File: src/rtl/core/position_pid_with_integral_zone_assert.svh
// Assertion helpers for the RTL of the position PID block.
`ifndef POSITION_PID_WITH_INTEGRAL_ZONE_ASSERT_SVH
`define POSITION_PID_WITH_INTEGRAL_ZONE_ASSERT_SVH

// Same-cycle implication, disabled while reset is asserted.
`define PIDZ_ASSERT_IMP(label, clk, rst_n, ante, cons) \
    label: assert property (@(posedge clk) disable iff (!rst_n) (ante) |-> (cons)) \
        else $error("pidz: same-cycle check failed");

// Next-cycle implication, disabled while reset is asserted.
`define PIDZ_ASSERT_NXT(label, clk, rst_n, ante, cons) \
    label: assert property (@(posedge clk) disable iff (!rst_n) (ante) |=> (cons)) \
        else $error("pidz: next-cycle check failed");

`endif

File: src/rtl/core/pidz_pkg.sv
`timescale 1ns / 1ps
`default_nettype none

package pidz_pkg;

    // Default parameter values
    localparam int DEF_POS_WIDTH      = 16;
    localparam int DEF_GAIN_FRAC_BITS = 8;

    // Fixed field widths
    localparam int GAIN_W          = 16;
    localparam int ZONE_W          = 15;
    localparam int LIMIT_W         = 16;
    localparam int SCALE_W         = 17;
    localparam int SCALE_FRAC_BITS = 16;
    localparam int DRIVE_W         = 8;
    localparam int CFG_IDX_W       = 3;

    // Constants of the control law
    localparam int DRIVE_MAX = 127;
    localparam int DEAD_BAND = 2;

    // Register indexes
    localparam logic [CFG_IDX_W-1:0] REG_TARGET = 3'd0;
    localparam logic [CFG_IDX_W-1:0] REG_KP     = 3'd1;
    localparam logic [CFG_IDX_W-1:0] REG_KD     = 3'd2;
    localparam logic [CFG_IDX_W-1:0] REG_KI     = 3'd3;
    localparam logic [CFG_IDX_W-1:0] REG_ZONE   = 3'd4;
    localparam logic [CFG_IDX_W-1:0] REG_LIMIT  = 3'd5;
    localparam logic [CFG_IDX_W-1:0] REG_SCALE  = 3'd6;

    // Register reset values
    localparam logic [GAIN_W-1:0]         KP_RST    = 16'd3584;
    localparam logic [GAIN_W-1:0]         KD_RST    = 16'd15360;
    localparam logic [GAIN_W-1:0]         KI_RST    = 16'd256;
    localparam logic [ZONE_W-1:0]         ZONE_RST  = 15'd100;
    localparam logic [LIMIT_W-1:0]        LIMIT_RST = 16'd2000;
    localparam logic signed [SCALE_W-1:0] SCALE_RST = -17'sd4951;

    // Loop settings handed from the register file to the sequencer
    typedef struct packed {
        logic [GAIN_W-1:0]         prop_gain;
        logic [GAIN_W-1:0]         deriv_gain;
        logic [GAIN_W-1:0]         integ_gain;
        logic [ZONE_W-1:0]         integ_zone;
        logic [LIMIT_W-1:0]        integ_limit;
        logic signed [SCALE_W-1:0] output_scale;
    } t_gains;

    function automatic int imax(input int a, input int b);
        return (a > b) ? a : b;
    endfunction

endpackage

`default_nettype wire

File: src/rtl/core/pidz_cfg.sv
`timescale 1ns / 1ps
`default_nettype none

module pidz_cfg #(
    parameter int POS_WIDTH = pidz_pkg::DEF_POS_WIDTH
) (
    input  wire logic                                                i_clk,
    input  wire logic                                                i_rst_n,
    input  wire logic                                                i_valid,
    output logic                                                     o_ready,
    input  wire logic [pidz_pkg::CFG_IDX_W-1:0]                      i_index,
    input  wire logic [pidz_pkg::imax(POS_WIDTH, pidz_pkg::SCALE_W)-1:0] i_data,
    output logic signed [POS_WIDTH-1:0]                              o_target,
    output pidz_pkg::t_gains                                         o_gains
);

    logic signed [POS_WIDTH-1:0] r_target;
    pidz_pkg::t_gains            r_gains;

    // Write decode, one register per beat; unknown indexes are dropped
    always_ff @(posedge i_clk) begin
        if (!i_rst_n) begin
            r_target             <= '0;
            r_gains.prop_gain    <= pidz_pkg::KP_RST;
            r_gains.deriv_gain   <= pidz_pkg::KD_RST;
            r_gains.integ_gain   <= pidz_pkg::KI_RST;
            r_gains.integ_zone   <= pidz_pkg::ZONE_RST;
            r_gains.integ_limit  <= pidz_pkg::LIMIT_RST;
            r_gains.output_scale <= pidz_pkg::SCALE_RST;
        end else if (i_valid) begin
            unique case (i_index)
                pidz_pkg::REG_TARGET: r_target <= i_data[POS_WIDTH-1:0];
                pidz_pkg::REG_KP:     r_gains.prop_gain <= i_data[pidz_pkg::GAIN_W-1:0];
                pidz_pkg::REG_KD:     r_gains.deriv_gain <= i_data[pidz_pkg::GAIN_W-1:0];
                pidz_pkg::REG_KI:     r_gains.integ_gain <= i_data[pidz_pkg::GAIN_W-1:0];
                pidz_pkg::REG_ZONE:   r_gains.integ_zone <= i_data[pidz_pkg::ZONE_W-1:0];
                pidz_pkg::REG_LIMIT:  r_gains.integ_limit <= i_data[pidz_pkg::LIMIT_W-1:0];
                pidz_pkg::REG_SCALE:  r_gains.output_scale <= i_data[pidz_pkg::SCALE_W-1:0];
                default: begin
                end
            endcase
        end
    end

    assign o_ready  = 1'b1;
    assign o_target = r_target;
    assign o_gains  = r_gains;

endmodule

`default_nettype wire

File: src/rtl/core/pidz_mul.sv
`timescale 1ns / 1ps
`default_nettype none

module pidz_mul #(
    parameter int A_W = pidz_pkg::GAIN_W + 4,
    parameter int B_W = pidz_pkg::DEF_POS_WIDTH + 2
) (
    input  wire logic                  i_clk,
    input  wire logic signed [A_W-1:0] i_a,
    input  wire logic signed [B_W-1:0] i_b,
    output logic signed [A_W+B_W-1:0]  o_p
);

    logic signed [A_W+B_W-1:0] r_p;

    // Shared signed multiplier, product registered
    always_ff @(posedge i_clk) begin
        r_p <= i_a * i_b;
    end

    assign o_p = r_p;

endmodule

`default_nettype wire

File: src/rtl/core/pidz_seq.sv
`timescale 1ns / 1ps
`default_nettype none

`include "position_pid_with_integral_zone_assert.svh"

module pidz_seq #(
    parameter int POS_WIDTH      = pidz_pkg::DEF_POS_WIDTH,
    parameter int GAIN_FRAC_BITS = pidz_pkg::DEF_GAIN_FRAC_BITS
) (
    input  wire logic                                 i_clk,
    input  wire logic                                 i_rst_n,
    input  wire logic signed [POS_WIDTH-1:0]          i_target,
    input  wire pidz_pkg::t_gains                     i_gains,
    input  wire logic                                 i_in_valid,
    output logic                                      o_in_ready,
    input  wire logic signed [POS_WIDTH-1:0]          i_pos,
    output logic                                      o_out_valid,
    input  wire logic                                 i_out_ready,
    output logic signed [pidz_pkg::DRIVE_W-1:0]       o_drive
);

    // Datapath widths
    localparam int ERR_W   = POS_WIDTH + 1;
    localparam int DER_W   = POS_WIDTH + 2;
    localparam int ACC_W   = pidz_pkg::imax(ERR_W, pidz_pkg::LIMIT_W + 1) + 1;
    localparam int CMP_W   = pidz_pkg::imax(ERR_W, pidz_pkg::ZONE_W);
    localparam int SUM_W   = ACC_W + pidz_pkg::GAIN_W + 3;
    localparam int LO_W    = (SUM_W + 1) / 2;
    localparam int HI_W    = SUM_W - LO_W;
    localparam int MA_W    = pidz_pkg::imax(pidz_pkg::GAIN_W + 1,
                                            pidz_pkg::imax(LO_W + 1, HI_W));
    localparam int MB_W    = ACC_W;
    localparam int PROD_W  = SUM_W + pidz_pkg::SCALE_W;
    localparam int SHIFT   = GAIN_FRAC_BITS + pidz_pkg::SCALE_FRAC_BITS;
    localparam int Q_W     = PROD_W - SHIFT;
    localparam int DRIVE_W = pidz_pkg::DRIVE_W;

    localparam logic [CMP_W-1:0]        DEAD  = CMP_W'(pidz_pkg::DEAD_BAND);
    localparam logic signed [Q_W-1:0]   Q_MAX = Q_W'(pidz_pkg::DRIVE_MAX);
    localparam logic signed [Q_W-1:0]   Q_MIN = -Q_W'(pidz_pkg::DRIVE_MAX);
    localparam logic [PROD_W-1:0]       BIAS  = {{(PROD_W-SHIFT){1'b0}}, {SHIFT{1'b1}}};

    typedef enum logic [3:0] {
        S_IDLE, S_LAW, S_CLAMP, S_MD, S_MI, S_SUM, S_MLO, S_MHI, S_CMB, S_TRUNC, S_SAT
    } t_state;

    t_state                     r_state,     n_state;
    logic signed [ERR_W-1:0]    r_err,       n_err;
    logic signed [ERR_W-1:0]    r_prev,      n_prev;
    logic signed [DER_W-1:0]    r_der,       n_der;
    logic signed [ACC_W-1:0]    r_acc,       n_acc;
    logic signed [ACC_W-1:0]    r_acc_raw,   n_acc_raw;
    logic                       r_in_zone,   n_in_zone;
    logic signed [SUM_W-1:0]    r_sum,       n_sum;
    logic signed [PROD_W-1:0]   r_prod,      n_prod;
    logic signed [Q_W-1:0]      r_q,         n_q;
    logic                       r_out_valid, n_out_valid;
    logic signed [DRIVE_W-1:0]  r_drive,     n_drive;

    logic [ERR_W-1:0]           w_aerr;
    logic                       w_zone_ok;
    logic signed [ACC_W-1:0]    w_lim;
    logic signed [ACC_W-1:0]    w_acc_clamp;
    logic [PROD_W-1:0]          w_round;
    logic signed [DRIVE_W-1:0]  w_sat;
    logic signed [MA_W-1:0]     w_mul_a;
    logic signed [MB_W-1:0]     w_mul_b;
    logic signed [MA_W+MB_W-1:0] w_mul_p;

    // Shared multiplier
    pidz_mul #(
        .A_W (MA_W),
        .B_W (MB_W)
    ) u_mul (
        .i_clk (i_clk),
        .i_a   (w_mul_a),
        .i_b   (w_mul_b),
        .o_p   (w_mul_p)
    );

    // Error magnitude and integral zone test (zone open, dead band closed)
    always_comb begin
        w_aerr    = r_err[ERR_W-1] ? ERR_W'(-r_err) : ERR_W'(r_err);
        w_zone_ok = (CMP_W'(w_aerr) < CMP_W'(i_gains.integ_zone)) &&
                    (CMP_W'(w_aerr) > DEAD);
    end

    // Symmetric clamp of the integral
    always_comb begin
        w_lim = ACC_W'(i_gains.integ_limit);
        if (r_acc_raw > w_lim) begin
            w_acc_clamp = w_lim;
        end else if (r_acc_raw < -w_lim) begin
            w_acc_clamp = -w_lim;
        end else begin
            w_acc_clamp = r_acc_raw;
        end
    end

    // Truncate toward zero, then saturate the drive
    always_comb begin
        w_round = r_prod + (r_prod[PROD_W-1] ? BIAS : '0);
        if (r_q > Q_MAX) begin
            w_sat = DRIVE_W'(pidz_pkg::DRIVE_MAX);
        end else if (r_q < Q_MIN) begin
            w_sat = -DRIVE_W'(pidz_pkg::DRIVE_MAX);
        end else begin
            w_sat = r_q[DRIVE_W-1:0];
        end
    end

    // Sequencer: next state, multiplier operands, datapath updates
    always_comb begin
        n_state     = r_state;
        n_err       = r_err;
        n_prev      = r_prev;
        n_der       = r_der;
        n_acc       = r_acc;
        n_acc_raw   = r_acc_raw;
        n_in_zone   = r_in_zone;
        n_sum       = r_sum;
        n_prod      = r_prod;
        n_q         = r_q;
        n_drive     = r_drive;
        n_out_valid = r_out_valid;
        w_mul_a     = MA_W'(i_gains.prop_gain);
        w_mul_b     = MB_W'(r_err);

        if (r_out_valid && i_out_ready) begin
            n_out_valid = 1'b0;
        end

        unique case (r_state)
            S_IDLE: begin
                if (i_in_valid) begin
                    n_err   = ERR_W'(i_target) - ERR_W'(i_pos);
                    n_state = S_LAW;
                end
            end
            S_LAW: begin
                n_der     = (r_err != '0) ? (DER_W'(r_err) - DER_W'(r_prev)) : '0;
                n_acc_raw = r_acc + ACC_W'(r_err);
                n_in_zone = w_zone_ok;
                n_prev    = r_err;
                n_state   = S_CLAMP;
            end
            S_CLAMP: begin
                n_acc   = r_in_zone ? w_acc_clamp : '0;
                w_mul_a = MA_W'(i_gains.prop_gain);
                w_mul_b = MB_W'(r_err);
                n_state = S_MD;
            end
            S_MD: begin
                n_sum   = SUM_W'(w_mul_p);
                w_mul_a = MA_W'(i_gains.deriv_gain);
                w_mul_b = MB_W'(r_der);
                n_state = S_MI;
            end
            S_MI: begin
                n_sum   = r_sum + SUM_W'(w_mul_p);
                w_mul_a = MA_W'(i_gains.integ_gain);
                w_mul_b = MB_W'(r_acc);
                n_state = S_SUM;
            end
            S_SUM: begin
                n_sum   = r_sum + SUM_W'(w_mul_p);
                n_state = S_MLO;
            end
            S_MLO: begin
                // low half of the sum, unsigned
                w_mul_a = MA_W'(r_sum[LO_W-1:0]);
                w_mul_b = MB_W'(i_gains.output_scale);
                n_state = S_MHI;
            end
            S_MHI: begin
                n_prod  = PROD_W'(w_mul_p);
                // high half of the sum, signed
                w_mul_a = MA_W'($signed(r_sum[SUM_W-1:LO_W]));
                w_mul_b = MB_W'(i_gains.output_scale);
                n_state = S_CMB;
            end
            S_CMB: begin
                n_prod  = r_prod + (PROD_W'(w_mul_p) <<< LO_W);
                n_state = S_TRUNC;
            end
            S_TRUNC: begin
                n_q     = w_round[PROD_W-1:SHIFT];
                n_state = S_SAT;
            end
            S_SAT: begin
                // hold here while the previous beat is still unread
                if (!r_out_valid || i_out_ready) begin
                    n_drive     = w_sat;
                    n_out_valid = 1'b1;
                    n_state     = S_IDLE;
                end
            end
            default: n_state = S_IDLE;
        endcase
    end

    // State and registered outputs
    always_ff @(posedge i_clk) begin
        if (!i_rst_n) begin
            r_state     <= S_IDLE;
            r_out_valid <= 1'b0;
            r_prev      <= '0;
            r_acc       <= '0;
        end else begin
            r_state     <= n_state;
            r_out_valid <= n_out_valid;
            r_prev      <= n_prev;
            r_acc       <= n_acc;
        end
        r_err     <= n_err;
        r_der     <= n_der;
        r_acc_raw <= n_acc_raw;
        r_in_zone <= n_in_zone;
        r_sum     <= n_sum;
        r_prod    <= n_prod;
        r_q       <= n_q;
        r_drive   <= n_drive;
    end

    assign o_in_ready  = (r_state == S_IDLE);
    assign o_out_valid = r_out_valid;
    assign o_drive     = r_drive;

    // Checks
    `PIDZ_ASSERT_NXT(a_accept_starts, i_clk, i_rst_n, i_in_valid && o_in_ready, r_state == S_LAW)
    `PIDZ_ASSERT_IMP(a_acc_in_limit, i_clk, i_rst_n, r_state == S_MD, (r_acc <= w_lim) && (r_acc >= -w_lim))
    `PIDZ_ASSERT_NXT(a_zone_clears, i_clk, i_rst_n, (r_state == S_CLAMP) && !r_in_zone, r_acc == '0)
    `PIDZ_ASSERT_NXT(a_stall_holds, i_clk, i_rst_n, (r_state == S_SAT) && r_out_valid && !i_out_ready, r_state == S_SAT)
    `PIDZ_ASSERT_IMP(a_drive_sat, i_clk, i_rst_n, r_out_valid, !r_drive[DRIVE_W-1] || (r_drive[DRIVE_W-2:0] != '0))

endmodule

`default_nettype wire

File: src/rtl/core/position_pid_with_integral_zone.sv
`timescale 1ns / 1ps
`default_nettype none

// Position PID with integral zone.
// Input stream (s_axis): one encoder position sample per beat. Output stream
// (m_axis): one signed drive command (-127..127) per input beat, in order.
// Config channel (i_cfg_*): register index and data, to be written by the user
// when the block is idle (the block itself does not enforce this); o_cfg_ready
// is always high. Indexes: 0 target, 1 kp, 2 kd, 3 ki, 4 integral zone,
// 5 integral limit, 6 output scale; others are ignored. An accepted sample
// steps through LAW, CLAMP, MD, MI, SUM, MLO, MHI, CMB, TRUNC and SAT; the
// block takes one sample at a time and walks it through a single shared
// multiplier under a sequencer (three gain products, then two half-width scale products).
// Stall: a finished drive sits in the output register and the next sample is
// still accepted; the following result waits in the last step until the
// earlier beat is taken.
// Reset (synchronous, active low): registers return to their defaults,
// previous error and integral accumulator clear, the output goes empty.
module position_pid_with_integral_zone #(
    parameter int POS_WIDTH      = pidz_pkg::DEF_POS_WIDTH,
    parameter int GAIN_FRAC_BITS = pidz_pkg::DEF_GAIN_FRAC_BITS
) (
    input  wire logic                                   i_clk,
    input  wire logic                                   i_rst_n,
    // slave side: tdata = position
    input  wire logic                                   i_s_axis_tvalid,
    output logic                                        o_s_axis_tready,
    input  wire logic [((POS_WIDTH+7)/8)*8-1:0]         i_s_axis_tdata,
    // master side: tdata = drive
    output logic                                        o_m_axis_tvalid,
    input  wire logic                                   i_m_axis_tready,
    output logic [pidz_pkg::DRIVE_W-1:0]                o_m_axis_tdata,
    // configuration writes
    input  wire logic                                   i_cfg_valid,
    output logic                                        o_cfg_ready,
    input  wire logic [pidz_pkg::CFG_IDX_W-1:0]         i_cfg_index,
    input  wire logic [pidz_pkg::imax(POS_WIDTH, pidz_pkg::SCALE_W)-1:0] i_cfg_data
);

    logic signed [POS_WIDTH-1:0]         w_target;
    pidz_pkg::t_gains                    w_gains;
    logic signed [pidz_pkg::DRIVE_W-1:0] w_drive;

    // Register file
    pidz_cfg #(
        .POS_WIDTH (POS_WIDTH)
    ) u_cfg (
        .i_clk    (i_clk),
        .i_rst_n  (i_rst_n),
        .i_valid  (i_cfg_valid),
        .o_ready  (o_cfg_ready),
        .i_index  (i_cfg_index),
        .i_data   (i_cfg_data),
        .o_target (w_target),
        .o_gains  (w_gains)
    );

    // Control law sequencer
    pidz_seq #(
        .POS_WIDTH      (POS_WIDTH),
        .GAIN_FRAC_BITS (GAIN_FRAC_BITS)
    ) u_seq (
        .i_clk       (i_clk),
        .i_rst_n     (i_rst_n),
        .i_target    (w_target),
        .i_gains     (w_gains),
        .i_in_valid  (i_s_axis_tvalid),
        .o_in_ready  (o_s_axis_tready),
        .i_pos       ($signed(i_s_axis_tdata[POS_WIDTH-1:0])),
        .o_out_valid (o_m_axis_tvalid),
        .i_out_ready (i_m_axis_tready),
        .o_drive     (w_drive)
    );

    assign o_m_axis_tdata = w_drive;

endmodule

`default_nettype wire

File: config.mk
export PLATFORM = sky130hd
export DESIGN_NAME = position_pid_with_integral_zone
export DESIGN_NICKNAME = d
export VERILOG_FILES = /design/src/rtl/core/pidz_pkg.sv /design/src/rtl/core/pidz_cfg.sv /design/src/rtl/core/pidz_mul.sv /design/src/rtl/core/pidz_seq.sv /design/src/rtl/core/position_pid_with_integral_zone.sv
export VERILOG_INCLUDE_DIRS = /design/src /design/src/rtl/core
export SDC_FILE = /design/constraint.sdc
export NUM_CORES = 2
export LEC_CHECK = 0
export BUFFER_PORTS_ARGS = -buffer_cell sky130_fd_sc_hd__buf_2
export CORE_MARGIN = 2
export CORE_UTILIZATION = 57
export DETAILED_ROUTE_END_ITERATION = 8
export GPL_ROUTABILITY_DRIVEN = 1
export PLACE_DENSITY = 0.73
export SLEW_MARGIN = 40
export SYNTH_ARGS = -nofsm -noshare
export SYNTH_HDL_FRONTEND = slang
export SYNTH_SLANG_ARGS = --single-unit
File: constraint.sdc
create_clock -name i_clk -period 17.7 [get_ports i_clk]
set_input_delay 0.885 -clock i_clk [delete_from_list [all_inputs] [get_ports i_clk]]
set_output_delay 0.885 -clock i_clk [all_outputs]
set_load 0.05 [all_outputs]
==> flow_summary.yaml <==
placed_design:
  placement.setup.worst_slack_ns: 8.71
  gp_congestion: 0.974
  io_buffer_count: 50
  hpwl_um: 78500
sta:
  timing.slew.headroom_pct: 41.0
  grt_setup_unrepaired: "false"
  fmax_ghz: 0.108
  fin_ws_ns: 8.45
  setup_viol_count_final: 0
  fin_setup_tns_ns: 0
  final_min_period_over_clock_period_pct: 52.3
  finalClockSkew_ns: 0.0167
  slew_violations: 0
  min_period_ns: 9.25
  tightestPinTransition_ns: 0.876
  hold_violations: 0
die:
  pin_count: 52
  floorplan.rows: 91
  fp.dieArea_um2: 63900
  die_height_um: 253
  initial_utilization_pct: 57.4
  die_width_um: 253
  coreArea_um2: 61500
detailed_routing:
  dr_total_vias: 28700
  drc: 0
  wirelength_um: 101000
  wl_per_cell_um: 21.0
  initial_drc_count: 2441
  avgViaCountPerCell: 5.96
  final_antenna_net_count: 0
  drt_pre_antenna_iters: 5
worst_hold_path:
  hold_path.class: "reg -> reg"
  hold_path_startpoint: "u_seq.r_prev[12]"
  min_delay_path_depth: 2
critical_path:
  type_of_destination_of_the_critical_path: "register"
  timing.reg2reg.worst_path_depth: 26
  worstPathMaxFanout: 21
  worstPathRequired_ns: 18.22
  setup.worst_path.class: "reg -> reg"
  worst_setup_path_startpoint: "u_seq.r_state[1]"
  regToRegSetupSlack_ns: 8.45
  start_kind: "register"
  regToRegStartpoint: "u_seq.r_state[1]"
  arrival_ns: 9.77
clock_tree:
  number_of_clock_buffers_inserted_by_tritoncts: 44
  total_of_hold_buffers_inserted_after_clock_tree_synthesis: 0
  clock_insertion_delay_worst_skew_ns: 0.60
  cts.sink_count: 373
  cts_post_setup_buffers_inserted: 0
  cts.repair.resized: 0
  cts_root_buf: "sky130_fd_sc_hd__clkbuf_16"
  cts.clk_slew.worst_paths_ns: 0.06
  tritoncts: "done"
  longest_clk_path_bufs: 3
  htreeDepth: 2
logic_synthesis:
  synth_async_sr_flop_share_pct: 0
  synth.net_count: 4707
  ys_seq_elements: 373
  yosys-top-cells-count: "sky130_fd_sc_hd__nand2_1, sky130_fd_sc_hd__inv_1, sky130_fd_sc_hd__fa_1"
  ys_seq_area_share_pct: 26.4
  synthesis.yosys.warnings: 0
  synth_enable_flop_cells: 183
  synth_area_leader_cell: "sky130_fd_sc_hd__fa_1"
  postSynth.topFlopCell: "sky130_fd_sc_hd__dfxtp_1"
  synth.most_common_cell: "sky130_fd_sc_hd__nand2_1"
  synthDominantCellAreaShare_pct: 20.8
  ys_top_cells_by_area: "sky130_fd_sc_hd__fa_1, sky130_fd_sc_hd__edfxtp_1, sky130_fd_sc_hd__dfxtp_1"
  netlist_instances: 4011
  synth.avg_cell_area_um2: 8.80
  mappedNetlistArea_um2: 35300
  ys_types: 83
power:
  power.internal_mw: 2.63
  switching_power_mw: 2.09
  power_density_nw_per_um2: 125
  seq_power_share_pct: 25.1
  switching_share_pct: 44.4
  leakage_nw: 16.8
  comb_power_share_pct: 55.3
  largest_vdd_supply_drop_uv: 180
  clockPowerShare_pct: 19.6
global_route:
  global_route_total_overflow: 0
  first_global_vias: 28500
  global_route_wire_length_before_repair_um: 160000
  track_usage_pct: 32.6
  antenna_found_initial: 1
  grt_max_degree: 83
layout:
  finish.net_count: 4693
  seq_area_um2: 9300
  nFillCells: 5263
  area_growth_pct: 7.22
  antenna_cells: 0
  multi_input_comb_area_um2: 23500
  final_util_pct: 61.5
  final_layout_size_suffix_gt1_share_pct: 5.11
flow_run:
  max_cap_violations: 0
run_status:
  status: "finished, final reports clean"
[metal layers]
layer  vias up  global-route usage, %  part of all wire [%]
li1      13300                      -                     -
met2      1171                   53.2                    46
met4         0                   19.3                   6.9
met1     13900                   40.4                    38
met5         -                      0                     0
met3       335                   6.10                   8.6
[cells in the final DEF (no fill, tap or decap), types with 25 or more instances in the layout]
master,netlist,routed
sky130_fd_sc_hd__buf_4,1,30
sky130_fd_sc_hd__xor2_1,50,50
sky130_fd_sc_hd__and3_1,39,39
sky130_fd_sc_hd__nand2b_1,40,39
sky130_fd_sc_hd__and2_1,29,28
sky130_fd_sc_hd__clkbuf_16,0,45
sky130_fd_sc_hd__xnor2_1,132,132
sky130_fd_sc_hd__nor2b_1,25,25
sky130_fd_sc_hd__nor2_1,332,327
sky130_fd_sc_hd__nor3_1,39,36
sky130_fd_sc_hd__dfxtp_1,190,190
sky130_fd_sc_hd__a22oi_1,53,53
sky130_fd_sc_hd__o21ai_0,151,144
sky130_fd_sc_hd__edfxtp_1,183,183
sky130_fd_sc_hd__inv_1,550,550
sky130_fd_sc_hd__nand2_1,614,614
sky130_fd_sc_hd__nand4_1,30,30
sky130_fd_sc_hd__o21a_1,43,43
sky130_fd_sc_hd__a21oi_1,263,260
sky130_fd_sc_hd__fa_1,366,366
sky130_fd_sc_hd__buf_2,1,51
sky130_fd_sc_hd__nand3_1,83,83
sky130_fd_sc_hd__a21o_1,69,69
sky130_fd_sc_hd__ha_1,289,289
sky130_fd_sc_hd__a211oi_1,27,27
[power by group through the flow]
stage | Sequential (mW) | Combinational [mW] | Clock, mW
final | 1.19 | 2.61 | 0.924
after floorplan | 1.08 | 2.03 | 0
after global placement | 1.20 | 2.52 | 0
after CTS | 1.18 | 2.59 | 0.932
after detailed placement | 1.20 | 2.57 | 0
after global routing | 1.18 | 2.98 | 0.963
[path summary, 6_finish.rpt]
kind | end
setup / recovery | u_seq.u_mul.o_p[35]
hold / removal | u_seq.r_prev[12]
setup reg to reg | u_seq.u_mul.o_p[35]
hold reg to reg | u_seq.r_prev[12]
[sequential cells by signal, summed over array words and instances (netlist names), 18 cells and up]
| name | count |
|---|---|
| u_cfg.o_gains | 96 |
| u_seq.r_acc | 18 |
| u_seq.r_acc_raw | 18 |
| u_seq.r_der | 18 |
| u_seq.r_prod | 54 |
| u_seq.r_q | 30 |
| u_seq.r_sum | 37 |
| u_seq.u_mul.o_p | 38 |
[stage by stage]
stage                     hold slack (ns)  area, um^2  instances  power (mW)
after floorplan                     0.436       35300       4011        3.11
after global placement              0.442       36300       4736        3.72
after detailed placement            0.447       36400       4741        3.77
after CTS                           0.455       37800       4823        4.70
after global routing                0.467       37800       4823        5.12
final                               0.453       37800       4823        4.72
[kinds of logic (layout without fill, tap and decap cells)]
group           after synthesis  count (layout)  share of synthesized area [%]
compound gates              794             794                           14.3
xor+xnor                    182             182                           4.52
fa+ha+maj                   655             655                           31.0
buf+inv                     698             720                           7.46
flops                       373             373                           26.4
mux                           3               3                         0.0922
other cells                   1               1                         0.0106
simple gates               1305            1305                           16.2
[layout make-up]
| cell class | instances | share of cell area (%) |
|---|---|---|
| multi-input combinational | 2940 | 62.0 |
| sequential | 373 | 24.6 |
| clock buffer | 62 | 3.30 |
| tap | 790 | 2.61 |
| timing repair buffer | 86 | 1.48 |
| inverter | 552 | 5.49 |
| clock inverter | 20 | 0.523 |
[critical path, stage by stage, from the launching register on]
cell and delay, ns:
sky130_fd_sc_hd__dfxtp_1 0.59, sky130_fd_sc_hd__nand2_1 0.37, sky130_fd_sc_hd__nand2_1 0.14, sky130_fd_sc_hd__nand2_1 0.51, sky130_fd_sc_hd__a21oi_1 0.43, sky130_fd_sc_hd__nand2_1 0.08
sky130_fd_sc_hd__o21a_1 0.28, sky130_fd_sc_hd__inv_1 0.48, sky130_fd_sc_hd__nor2_1 0.15, sky130_fd_sc_hd__fa_1 0.54, sky130_fd_sc_hd__fa_1 0.52, sky130_fd_sc_hd__fa_1 0.52
sky130_fd_sc_hd__fa_1 0.51, sky130_fd_sc_hd__fa_1 0.54, sky130_fd_sc_hd__inv_1 0.05, sky130_fd_sc_hd__fa_1 0.52, sky130_fd_sc_hd__inv_1 0.04, sky130_fd_sc_hd__ha_1 0.35
sky130_fd_sc_hd__a21o_1 0.20, sky130_fd_sc_hd__a2111oi_0 0.59, sky130_fd_sc_hd__nand3b_1 0.14, sky130_fd_sc_hd__o21ai_1 0.25, sky130_fd_sc_hd__o21ai_1 0.21, sky130_fd_sc_hd__a211oi_1 0.37
sky130_fd_sc_hd__o21ai_1 0.20, sky130_fd_sc_hd__o41ai_1 0.38, sky130_fd_sc_hd__xnor2_1 0.17
No activity file was read; power rests on OpenSTA's default activity.
